--- src/itp_pkg.sv ---
// ----------------------------------------------------------------------------
// itp_pkg
// Shared types, character codes and helpers for the IMAP string token parser.
// ----------------------------------------------------------------------------
`default_nettype none

package itp_pkg;

  localparam int LEN_WIDTH_DEF = 32;

  typedef enum logic [3:0] {
    PH_IDLE  = 4'd0,
    PH_ATOM  = 4'd1,
    PH_NILW  = 4'd2,
    PH_QUOT  = 4'd3,
    PH_QESC  = 4'd4,
    PH_QEND  = 4'd5,
    PH_LDIG  = 4'd6,
    PH_LPLUS = 4'd7,
    PH_LCR   = 4'd8,
    PH_LLF   = 4'd9,
    PH_LDATA = 4'd10,
    PH_LEND  = 4'd11
  } phase_t;

  typedef enum logic [1:0] {
    RK_DATA = 2'd0,
    RK_DONE = 2'd1,
    RK_ERR  = 2'd2,
    RK_CONT = 2'd3
  } rk_t;

  localparam logic [1:0] TK_ASTRING = 2'd0;
  localparam logic [1:0] TK_NSTRING = 2'd1;

  localparam logic [7:0] CH_TAB    = 8'h09;
  localparam logic [7:0] CH_LF     = 8'h0A;
  localparam logic [7:0] CH_CR     = 8'h0D;
  localparam logic [7:0] CH_SP     = 8'h20;
  localparam logic [7:0] CH_DQ     = 8'h22;
  localparam logic [7:0] CH_LPAR   = 8'h28;
  localparam logic [7:0] CH_RPAR   = 8'h29;
  localparam logic [7:0] CH_PLUS   = 8'h2B;
  localparam logic [7:0] CH_ZERO   = 8'h30;
  localparam logic [7:0] CH_NINE   = 8'h39;
  localparam logic [7:0] CH_I      = 8'h49;
  localparam logic [7:0] CH_L      = 8'h4C;
  localparam logic [7:0] CH_N      = 8'h4E;
  localparam logic [7:0] CH_BSLASH = 8'h5C;
  localparam logic [7:0] CH_LBRACE = 8'h7B;
  localparam logic [7:0] CH_RBRACE = 8'h7D;
  localparam logic [7:0] CH_NUL    = 8'h00;

  // parser control state (literal count is kept apart, its width is a parameter)
  typedef struct packed {
    phase_t     phase;
    logic       digit_seen;
    logic       no_wait_seen;
    logic       nul_seen;
    logic [1:0] nil_index;
    logic       nil_mismatch;
  } ctl_t;

  typedef struct packed {
    rk_t        kind;
    logic [7:0] data_byte;
    logic [7:0] term_byte;
    logic       term_is_eof;
    logic       pushed_back;
    logic       is_nil;
  } res_t;

  function automatic logic atom_end(input logic eof, input logic [7:0] c);
    atom_end = eof || c == CH_SP || (c >= CH_TAB && c <= CH_CR) ||
               c == CH_LPAR || c == CH_RPAR || c == CH_DQ;
  endfunction

  function automatic res_t mk_data(input logic [7:0] c);
    res_t r;
    r = '0;
    r.kind = RK_DATA;
    r.data_byte = c;
    return r;
  endfunction

  // end of token: terminator fields only, pushback never on end of input
  function automatic res_t mk_fin(input rk_t k, input logic [7:0] c, input logic eof,
                                  input logic pb, input logic nil);
    res_t r;
    r = '0;
    r.kind = k;
    r.term_byte = eof ? CH_NUL : c;
    r.term_is_eof = eof;
    r.pushed_back = pb && !eof;
    r.is_nil = nil;
    return r;
  endfunction

endpackage

`default_nettype wire

--- src/itp_parse.sv ---
// ----------------------------------------------------------------------------
// itp_parse
// Next-state and result logic for one byte of the token parser.
// ----------------------------------------------------------------------------
`default_nettype none

module itp_parse import itp_pkg::*; #(
  parameter int LEN_WIDTH = LEN_WIDTH_DEF
) (
  input  wire ctl_t                  ctl,
  input  wire logic [LEN_WIDTH-1:0]  cnt,
  input  wire logic [7:0]            byte_in,
  input  wire logic                  eof,
  input  wire logic [1:0]            token_kind,
  output ctl_t                       ctl_nxt,
  output logic [LEN_WIDTH-1:0]       cnt_nxt,
  output logic                       has_res,
  output res_t                       res
);

  logic [7:0]           c;
  logic [LEN_WIDTH+3:0] acc;      // count*10 + digit, with headroom for overflow
  logic [LEN_WIDTH-1:0] cnt_dec;

  assign c       = eof ? CH_NUL : byte_in;
  assign acc     = {1'b0, cnt, 3'b000} + {3'b000, cnt, 1'b0} +
                   {{(LEN_WIDTH+4-8){1'b0}}, c - CH_ZERO};
  assign cnt_dec = cnt - {{(LEN_WIDTH-1){1'b0}}, 1'b1};

  always_comb begin
    ctl_nxt = ctl;
    cnt_nxt = cnt;
    has_res = 1'b0;
    res     = '0;
    case (ctl.phase)
      PH_IDLE: begin
        if (eof) begin
          has_res = 1'b1;
          res = mk_fin(RK_ERR, c, 1'b1, 1'b0, 1'b0);
        end else if (c inside {CH_SP, CH_LPAR, CH_RPAR, CH_CR, CH_LF}) begin
          has_res = 1'b1;
          res = mk_fin(RK_ERR, c, 1'b0, 1'b1, 1'b0);
        end else if (c == CH_DQ) begin
          ctl_nxt.phase = PH_QUOT;
        end else if (c == CH_LBRACE) begin
          ctl_nxt.phase        = PH_LDIG;
          ctl_nxt.digit_seen   = 1'b0;
          ctl_nxt.no_wait_seen = 1'b0;
          ctl_nxt.nul_seen     = 1'b0;
          cnt_nxt              = '0;
        end else if (token_kind == TK_ASTRING) begin
          has_res = 1'b1;
          if (atom_end(1'b0, c)) begin
            res = mk_fin(RK_DONE, c, 1'b0, 1'b0, 1'b0);
          end else begin
            ctl_nxt.phase = PH_ATOM;
            res = mk_data(c);
          end
        end else if (token_kind == TK_NSTRING && c == CH_N) begin
          ctl_nxt.phase        = PH_NILW;
          ctl_nxt.nil_index    = 2'd1;
          ctl_nxt.nil_mismatch = 1'b0;
        end else begin
          has_res = 1'b1;
          res = mk_fin(RK_ERR, c, 1'b0, 1'b1, 1'b0);
        end
      end
      PH_ATOM: begin
        has_res = 1'b1;
        if (atom_end(eof, c)) begin
          ctl_nxt.phase = PH_IDLE;
          res = mk_fin(RK_DONE, c, eof, 1'b0, 1'b0);
        end else begin
          res = mk_data(c);
        end
      end
      PH_NILW: begin
        if (atom_end(eof, c)) begin
          has_res = 1'b1;
          ctl_nxt.phase = PH_IDLE;
          if (!ctl.nil_mismatch && ctl.nil_index == 2'd3) begin
            res = mk_fin(RK_DONE, c, eof, 1'b0, 1'b1);
          end else begin
            res = mk_fin(RK_ERR, c, eof, 1'b1, 1'b0);
          end
        end else if (ctl.nil_index == 2'd1 && c == CH_I) begin
          ctl_nxt.nil_index = 2'd2;
        end else if (ctl.nil_index == 2'd2 && c == CH_L) begin
          ctl_nxt.nil_index = 2'd3;
        end else begin
          ctl_nxt.nil_mismatch = 1'b1;
        end
      end
      PH_QUOT: begin
        if (eof) begin
          has_res = 1'b1;
          ctl_nxt.phase = PH_IDLE;
          res = mk_fin(RK_ERR, c, 1'b1, 1'b0, 1'b0);
        end else if (c == CH_BSLASH) begin
          ctl_nxt.phase = PH_QESC;
        end else if (c == CH_DQ) begin
          ctl_nxt.phase = PH_QEND;
        end else if (c == CH_CR || c == CH_LF) begin
          has_res = 1'b1;
          ctl_nxt.phase = PH_IDLE;
          res = mk_fin(RK_ERR, c, 1'b0, 1'b1, 1'b0);
        end else begin
          has_res = 1'b1;
          res = mk_data(c);
        end
      end
      PH_QESC: begin
        has_res = 1'b1;
        if (eof) begin
          ctl_nxt.phase = PH_IDLE;
          res = mk_fin(RK_ERR, c, 1'b1, 1'b0, 1'b0);
        end else begin
          ctl_nxt.phase = PH_QUOT;
          res = mk_data(c);
        end
      end
      PH_QEND: begin
        has_res = 1'b1;
        ctl_nxt.phase = PH_IDLE;
        res = mk_fin(RK_DONE, c, eof, 1'b0, 1'b0);
      end
      PH_LDIG: begin
        if (!eof && c >= CH_ZERO && c <= CH_NINE) begin
          if (|acc[LEN_WIDTH+3:LEN_WIDTH]) begin
            // count no longer fits: digit is consumed
            has_res = 1'b1;
            ctl_nxt.phase = PH_IDLE;
            res = mk_fin(RK_ERR, c, 1'b0, 1'b0, 1'b0);
          end else begin
            cnt_nxt = acc[LEN_WIDTH-1:0];
            ctl_nxt.digit_seen = 1'b1;
          end
        end else if (!eof && c == CH_PLUS) begin
          ctl_nxt.no_wait_seen = 1'b1;
          ctl_nxt.phase = PH_LPLUS;
        end else if (!eof && c == CH_RBRACE && ctl.digit_seen) begin
          ctl_nxt.phase = PH_LCR;
        end else begin
          has_res = 1'b1;
          ctl_nxt.phase = PH_IDLE;
          res = mk_fin(RK_ERR, c, eof, 1'b1, 1'b0);
        end
      end
      PH_LPLUS: begin
        if (!eof && c == CH_RBRACE && ctl.digit_seen) begin
          ctl_nxt.phase = PH_LCR;
        end else begin
          has_res = 1'b1;
          ctl_nxt.phase = PH_IDLE;
          res = mk_fin(RK_ERR, c, eof, 1'b1, 1'b0);
        end
      end
      PH_LCR: begin
        if (!eof && c == CH_CR) begin
          ctl_nxt.phase = PH_LLF;
        end else begin
          has_res = 1'b1;
          ctl_nxt.phase = PH_IDLE;
          res = mk_fin(RK_ERR, c, eof, 1'b1, 1'b0);
        end
      end
      PH_LLF: begin
        if (eof || c != CH_LF) begin
          has_res = 1'b1;
          ctl_nxt.phase = PH_IDLE;
          res = mk_fin(RK_ERR, c, eof, 1'b1, 1'b0);
        end else begin
          ctl_nxt.phase = (cnt == '0) ? PH_LEND : PH_LDATA;
          if (!ctl.no_wait_seen) begin
            has_res = 1'b1;
            res = '0;
            res.kind = RK_CONT;
          end
        end
      end
      PH_LDATA: begin
        has_res = 1'b1;
        if (eof) begin
          ctl_nxt.phase = PH_IDLE;
          res = mk_fin(RK_ERR, c, 1'b1, 1'b0, 1'b0);
        end else begin
          if (c == CH_NUL) begin
            ctl_nxt.nul_seen = 1'b1;
          end
          cnt_nxt = cnt_dec;
          if (cnt_dec == '0) begin
            ctl_nxt.phase = PH_LEND;
          end
          res = mk_data(c);
        end
      end
      PH_LEND: begin
        has_res = 1'b1;
        ctl_nxt.phase = PH_IDLE;
        if (ctl.nul_seen) begin
          res = mk_fin(RK_ERR, c, eof, 1'b1, 1'b0);
        end else begin
          res = mk_fin(RK_DONE, c, eof, 1'b0, 1'b0);
        end
      end
      default: begin
        ctl_nxt.phase = PH_IDLE;
      end
    endcase
  end

endmodule

`default_nettype wire

--- src/imap_string_token_parser.sv ---
// A transferred byte is held in the input register, then parsed into the result register, which drives out_valid.
// Throughput: one byte per cycle; the only stall is the result register held by out_stall.
// Bytes that produce no result (quote, brace, header digits, N-I-L) still pass through the input register.
// Reset (rst_n low, synchronous) empties both registers and returns the parser to idle.
// ----------------------------------------------------------------------------
// imap_string_token_parser
// Byte-at-a-time parser for one IMAP astring / nstring / string token:
// atom, NIL, quoted string or {n}/{n+} literal, with content, done, error
// and continuation-request results.
// ----------------------------------------------------------------------------
`default_nettype none

module imap_string_token_parser import itp_pkg::*; #(
  parameter int LEN_WIDTH = LEN_WIDTH_DEF
) (
  input  wire logic       clk,
  input  wire logic       rst_n,
  // byte channel
  input  wire logic       in_valid,
  output logic            in_stall,
  input  wire logic [7:0] in_byte,
  input  wire logic       in_at_eof,
  input  wire logic [1:0] in_token_kind,
  // result channel
  output logic            out_valid,
  input  wire logic       out_stall,
  output logic [1:0]      out_result_kind,
  output logic [7:0]      out_data_byte,
  output logic [7:0]      out_term_byte,
  output logic            out_term_is_eof,
  output logic            out_pushed_back,
  output logic            out_is_nil
);

  // input register
  logic       in_vld_r, in_vld_nxt;
  logic [7:0] byte_r;
  logic       eof_r;
  logic [1:0] kind_r;

  // parser state
  ctl_t                 ctl_r, ctl_nxt;
  logic [LEN_WIDTH-1:0] cnt_r, cnt_nxt;

  // result register
  logic out_vld_r, out_vld_nxt;
  res_t res_r, res_nxt;
  logic has_res;

  logic in_xfer;
  logic advance;   // byte in the input register is parsed this cycle

  // The parsed byte moves on whenever the result register is free or is
  // being drained this cycle.
  assign advance  = in_vld_r && (!out_vld_r || !out_stall);
  assign in_stall = in_vld_r && !advance;
  assign in_xfer  = in_valid && !in_stall;

  always_comb begin
    in_vld_nxt = in_vld_r;
    if (in_xfer) begin
      in_vld_nxt = 1'b1;
    end else if (advance) begin
      in_vld_nxt = 1'b0;
    end
  end

  itp_parse #(
    .LEN_WIDTH (LEN_WIDTH)
  ) u_parse (
    .ctl        (ctl_r),
    .cnt        (cnt_r),
    .byte_in    (byte_r),
    .eof        (eof_r),
    .token_kind (kind_r),
    .ctl_nxt    (ctl_nxt),
    .cnt_nxt    (cnt_nxt),
    .has_res    (has_res),
    .res        (res_nxt)
  );

  always_comb begin
    out_vld_nxt = out_vld_r;
    if (advance && has_res) begin
      out_vld_nxt = 1'b1;
    end else if (out_vld_r && !out_stall) begin
      out_vld_nxt = 1'b0;
    end
  end

  always_ff @(posedge clk) begin
    if (!rst_n) begin
      in_vld_r  <= 1'b0;
      out_vld_r <= 1'b0;
      ctl_r     <= '{phase: PH_IDLE, default: '0};
      cnt_r     <= '0;
    end else begin
      in_vld_r  <= in_vld_nxt;
      out_vld_r <= out_vld_nxt;
      if (advance) begin
        ctl_r <= ctl_nxt;
        cnt_r <= cnt_nxt;
      end
    end
  end

  // payload registers, no reset
  always_ff @(posedge clk) begin
    if (in_xfer) begin
      byte_r <= in_byte;
      eof_r  <= in_at_eof;
      kind_r <= in_token_kind;
    end
    if (advance && has_res) begin
      res_r <= res_nxt;
    end
  end

  assign out_valid       = out_vld_r;
  assign out_result_kind = res_r.kind;
  assign out_data_byte   = res_r.data_byte;
  assign out_term_byte   = res_r.term_byte;
  assign out_term_is_eof = res_r.term_is_eof;
  assign out_pushed_back = res_r.pushed_back;
  assign out_is_nil      = res_r.is_nil;

endmodule

`default_nettype wire

--- config.mk ---
export PLATFORM = sky130hd
export DESIGN_NAME = imap_string_token_parser
export DESIGN_NICKNAME = d
export VERILOG_FILES = /design/src/itp_pkg.sv /design/src/itp_parse.sv /design/src/imap_string_token_parser.sv
export SDC_FILE = /design/constraint.sdc
export NUM_CORES = 1
export LEC_CHECK = 0
export BUFFER_PORTS_ARGS = -buffer_cell sky130_fd_sc_hd__buf_2
export CORE_MARGIN = 10
export CORE_UTILIZATION = 44
export DETAILED_ROUTE_END_ITERATION = 7
export GPL_TIMING_DRIVEN = 0
export PLACE_DENSITY_LB_ADDON = 0.15
export SYNTH_ARGS = -nofsm -noshare
export SYNTH_HDL_FRONTEND = slang
export SYNTH_SLANG_ARGS = --single-unit
--- constraint.sdc ---
create_clock -name clk -period 6.8 [get_ports clk]
set_clock_uncertainty 0.2 [all_clocks]
set_input_delay 0.68 -clock clk [delete_from_list [all_inputs] [get_ports clk]]
set_output_delay 0.68 -clock clk [all_outputs]
set_load 0.005 [all_outputs]
==> impl_metrics.json <==
{
  "grt_usage_pct": 23.32,
  "grt_max_degree": 17,
  "viasPerCell": 6.488,
  "relSlewSlack_pct": 40.59,
  "grt_overflow": 0,
  "timing.rr.start": "eof_r",
  "finalCritPeriodShare_pct": 96.41,
  "wirelength_microns": 28550,
  "ir_worst_vdd_v": 0.0001215,
  "rows": 48,
  "synth_seq_cells": 76,
  "cts_buffers": 9,
  "vias": 8317,
  "synth_fp_nets": 1086,
  "cp_max_fo": 10,
  "hp-class": "reg2reg",
  "drive_gt1_share_pct": 9.177,
  "dieArea_sq_um": 23220,
  "critPathTopFamily": "buffers and inverters",
  "die-width_microns": 152.4,
  "synth-edff-count": 32,
  "setup_ws_ns": 0.2439,
  "fin_util_pct": 49.56,
  "tns_ns": 0,
  "max_freq_ghz": 0.1525,
  "initial_core_util_pct": 44.73,
  "post_drt_wl_per_cell_microns": 22.27,
  "hold_viol": 0,
  "met1_usage_pct": 32.84,
  "drt.antenna.violating_nets": 0,
  "final_cell_mix": "107 x nand2_1, 92 x a21oi_1, 78 x nor2_1",
  "layout_commonest_cell": "nand2_1",
  "met2_usage_pct": 33.73,
  "whs_ns": 0.2734,
  "cts-root-buf": "clkbuf_16",
  "synth_area_sq_um": 7710,
  "slowest_stage": "or4_1",
  "critical_path.max_stage_delay_ns": 0.56,
  "cts_sinks": 76,
  "syn2layout_area_growth_pct": 10.81,
  "tritoncts": "done",
  "syn_inst": 1000,
  "grt_antenna_before_repair": 0,
  "required_ns": 6.67,
  "worst_slew_pin_slew_ns": 0.8893,
  "period_needed_ns": 6.556,
  "crit_path_start_kind": "flip-flop",
  "dp_hpwl_microns": 21710,
  "setup.worst_path.end_class": "flip-flop",
  "path_buf_inv": 7,
  "met3_usage_pct": 6.294,
  "dr.pass1.iters": 6,
  "power_density_nw_per_um2": 133.3,
  "critPathArrivalTime_ns": 6.43,
  "cp_cell_sequence": "clkbuf_2, clkbuf_4, clkbuf_4, nor2b_2, ha_1, inv_1, xnor2_1, fa_1, ha_1, a21o_1, a21oi_1, a21oi_2, o21ai_2, or4_1, and3_1, clkbuf_1, o211ai_4, buf_4, nand2_1, a221oi_4, buf_4",
  "diodes": 0,
  "startpoint": "eof_r",
  "io_pins": 38,
  "synth.avg_cell_area_sq_um": 7.710,
  "status": "finished, final reports clean",
  "total_leakage_power_uw": 0.003532,
  "drt_iter0_markers": 915,
  "clock_latency_ns": 0.36,
  "finalSetupViolCount": 0,
  "ctsLongestPathBuffers": 2,
  "first_global_vias": 7718,
  "yosysSeqAreaShare_pct": 23.89,
  "p_total_uw": 1139,
  "path_class": "reg2reg",
  "core_area_sq_um": 17240,
  "yosysWarnings": 0,
  "async_flop_share_pct": 0,
  "htree_num_levels": 3,
  "gp_congestion": 0.9732,
  "clkTransAtPathRegs_ns": 0.07,
  "hp-start": "ctl_r[5]",
  "max-cap-violations": 0,
  "port_buffers": 36,
  "synth_flop_cell": "dfxtp_1",
  "synth_cell_types": 84,
  "gr-max-usage-layer": "met2",
  "final_nets": 1138,
  "drc": 0,
  "pre_cts_ws_ns": -0.8838,
  "slew_violations": 0,
  "grt_pass1_wl_microns": 44240,
  "die_y_microns": 152.4
}
==> synth_stat cells, drive strengths merged (9+ instances only) <==
| cell | number | area (sq um) |
|---|---|---|
| a211o | 10 | 87.58 |
| a211oi | 17 | 145.1 |
| a21o | 16 | 120.1 |
| a21oi | 93 | 469.2 |
| a31oi | 9 | 56.30 |
| and3 | 9 | 56.30 |
| clkbuf | 52 | 195.2 |
| dfxtp | 44 | 880.8 |
| edfxtp | 32 | 960.9 |
| ha | 65 | 813.3 |
| inv | 31 | 116.4 |
| mux2i | 10 | 100.1 |
| nand2 | 109 | 414.2 |
| nand2b | 12 | 75.07 |
| nand3 | 30 | 150.1 |
| nand4 | 20 | 125.1 |
| nor2 | 79 | 299.0 |
| nor2b | 13 | 81.33 |
| nor3 | 47 | 240.2 |
| nor4 | 21 | 152.6 |
| o2111ai | 9 | 85.08 |
| o211ai | 11 | 96.34 |
| o21ai | 67 | 350.3 |
| o22ai | 11 | 75.07 |
| o31ai | 13 | 97.59 |
| or3 | 16 | 105.1 |
| xnor2 | 20 | 175.2 |
| xor2 | 10 | 87.58 |
==> registers in the layout, indices dropped and copies added, names as in the netlist <==
signal / flops
out_valid: 1
byte_r: 8
in_vld_r: 1
out_result_kind: 2
out_term_byte: 8
eof_r: 1
out_data_byte: 8
out_is_nil: 1
cnt_r: 32
ctl_r: 10
out_term_is_eof: 1
kind_r: 2
out_pushed_back: 1
==> path summary, 6_finish.rpt <==
kind                      end  slack, ns  cells after the start
max          out_data_byte[1]       0.24                     21
min                  ctl_r[5]       0.27                      2
min reg2reg          ctl_r[5]       0.27                      2
max reg2reg  out_data_byte[1]       0.24                     21
==> metal layers <==
metal  wire length (microns)  part of all wire [%]
met1                   13100                    46
met4                     509                   1.8
met2                   12320                    43
met5                       0                     0
met3                    2625                   9.2
==> stage by stage <==
step / std cells / instance area, sq um
2_1_floorplan: 1000 / 7710
3_3_place_gp: 1261 / 8172
3_5_place_dp: 1262 / 8210
4_1_cts: 1280 / 8517
5_1_grt: 1282 / 8543
6_report: 1282 / 8543
==> worst min-delay path, cell delays in order, from the launching register on <==
cell and delay (ns):
dfxtp_1 0.32, nand2_1 0.05, a21oi_1 0.05
==> layout make-up <==
cell class                      count  area [sq um]
Clock buffer                        9         225.2
Fill cell                        1746          8693
Multi-Input combinational cell    833          5525
Clock inverter                      7         62.56
Tap cell                          225         281.5
Buffer                             60         252.7
Inverter                           31         116.4
Timing Repair Buffer               41         237.7
Sequential cell                    76          1842
==> what timing repair did <==
| action | 4_1_cts | 5_1_grt |
|---|---|---|
| setup endpoints to repair | 62 | 53 |
| cloned | 0 | 0 |
| hold buffers | 0 | 0 |
| gates resized for setup | 3 | 8 |
| setup buffers | 2 | 2 |
| pin swaps | 2 | 2 |
==> power by group <==
group	leakage, uW	switching [uW]	internal (uW)
clock	0.000139	230	256
combinational	0.00273	105	49.5
sequential	0.000663	7.87	491
total	0.00353	342	796
==> cells by family after synthesis <==
family                     share of synthesized area, %
and+or+nand+nor                                   26.45
muxes                                             1.298
DFF                                               23.89
buffers and inverters                             4.625
AOI/OAI and AO/OA                                 28.22
adders and majority gates                         12.11
xor gates and xnor gates                          3.408
Power figures use the tool's default switching activity.
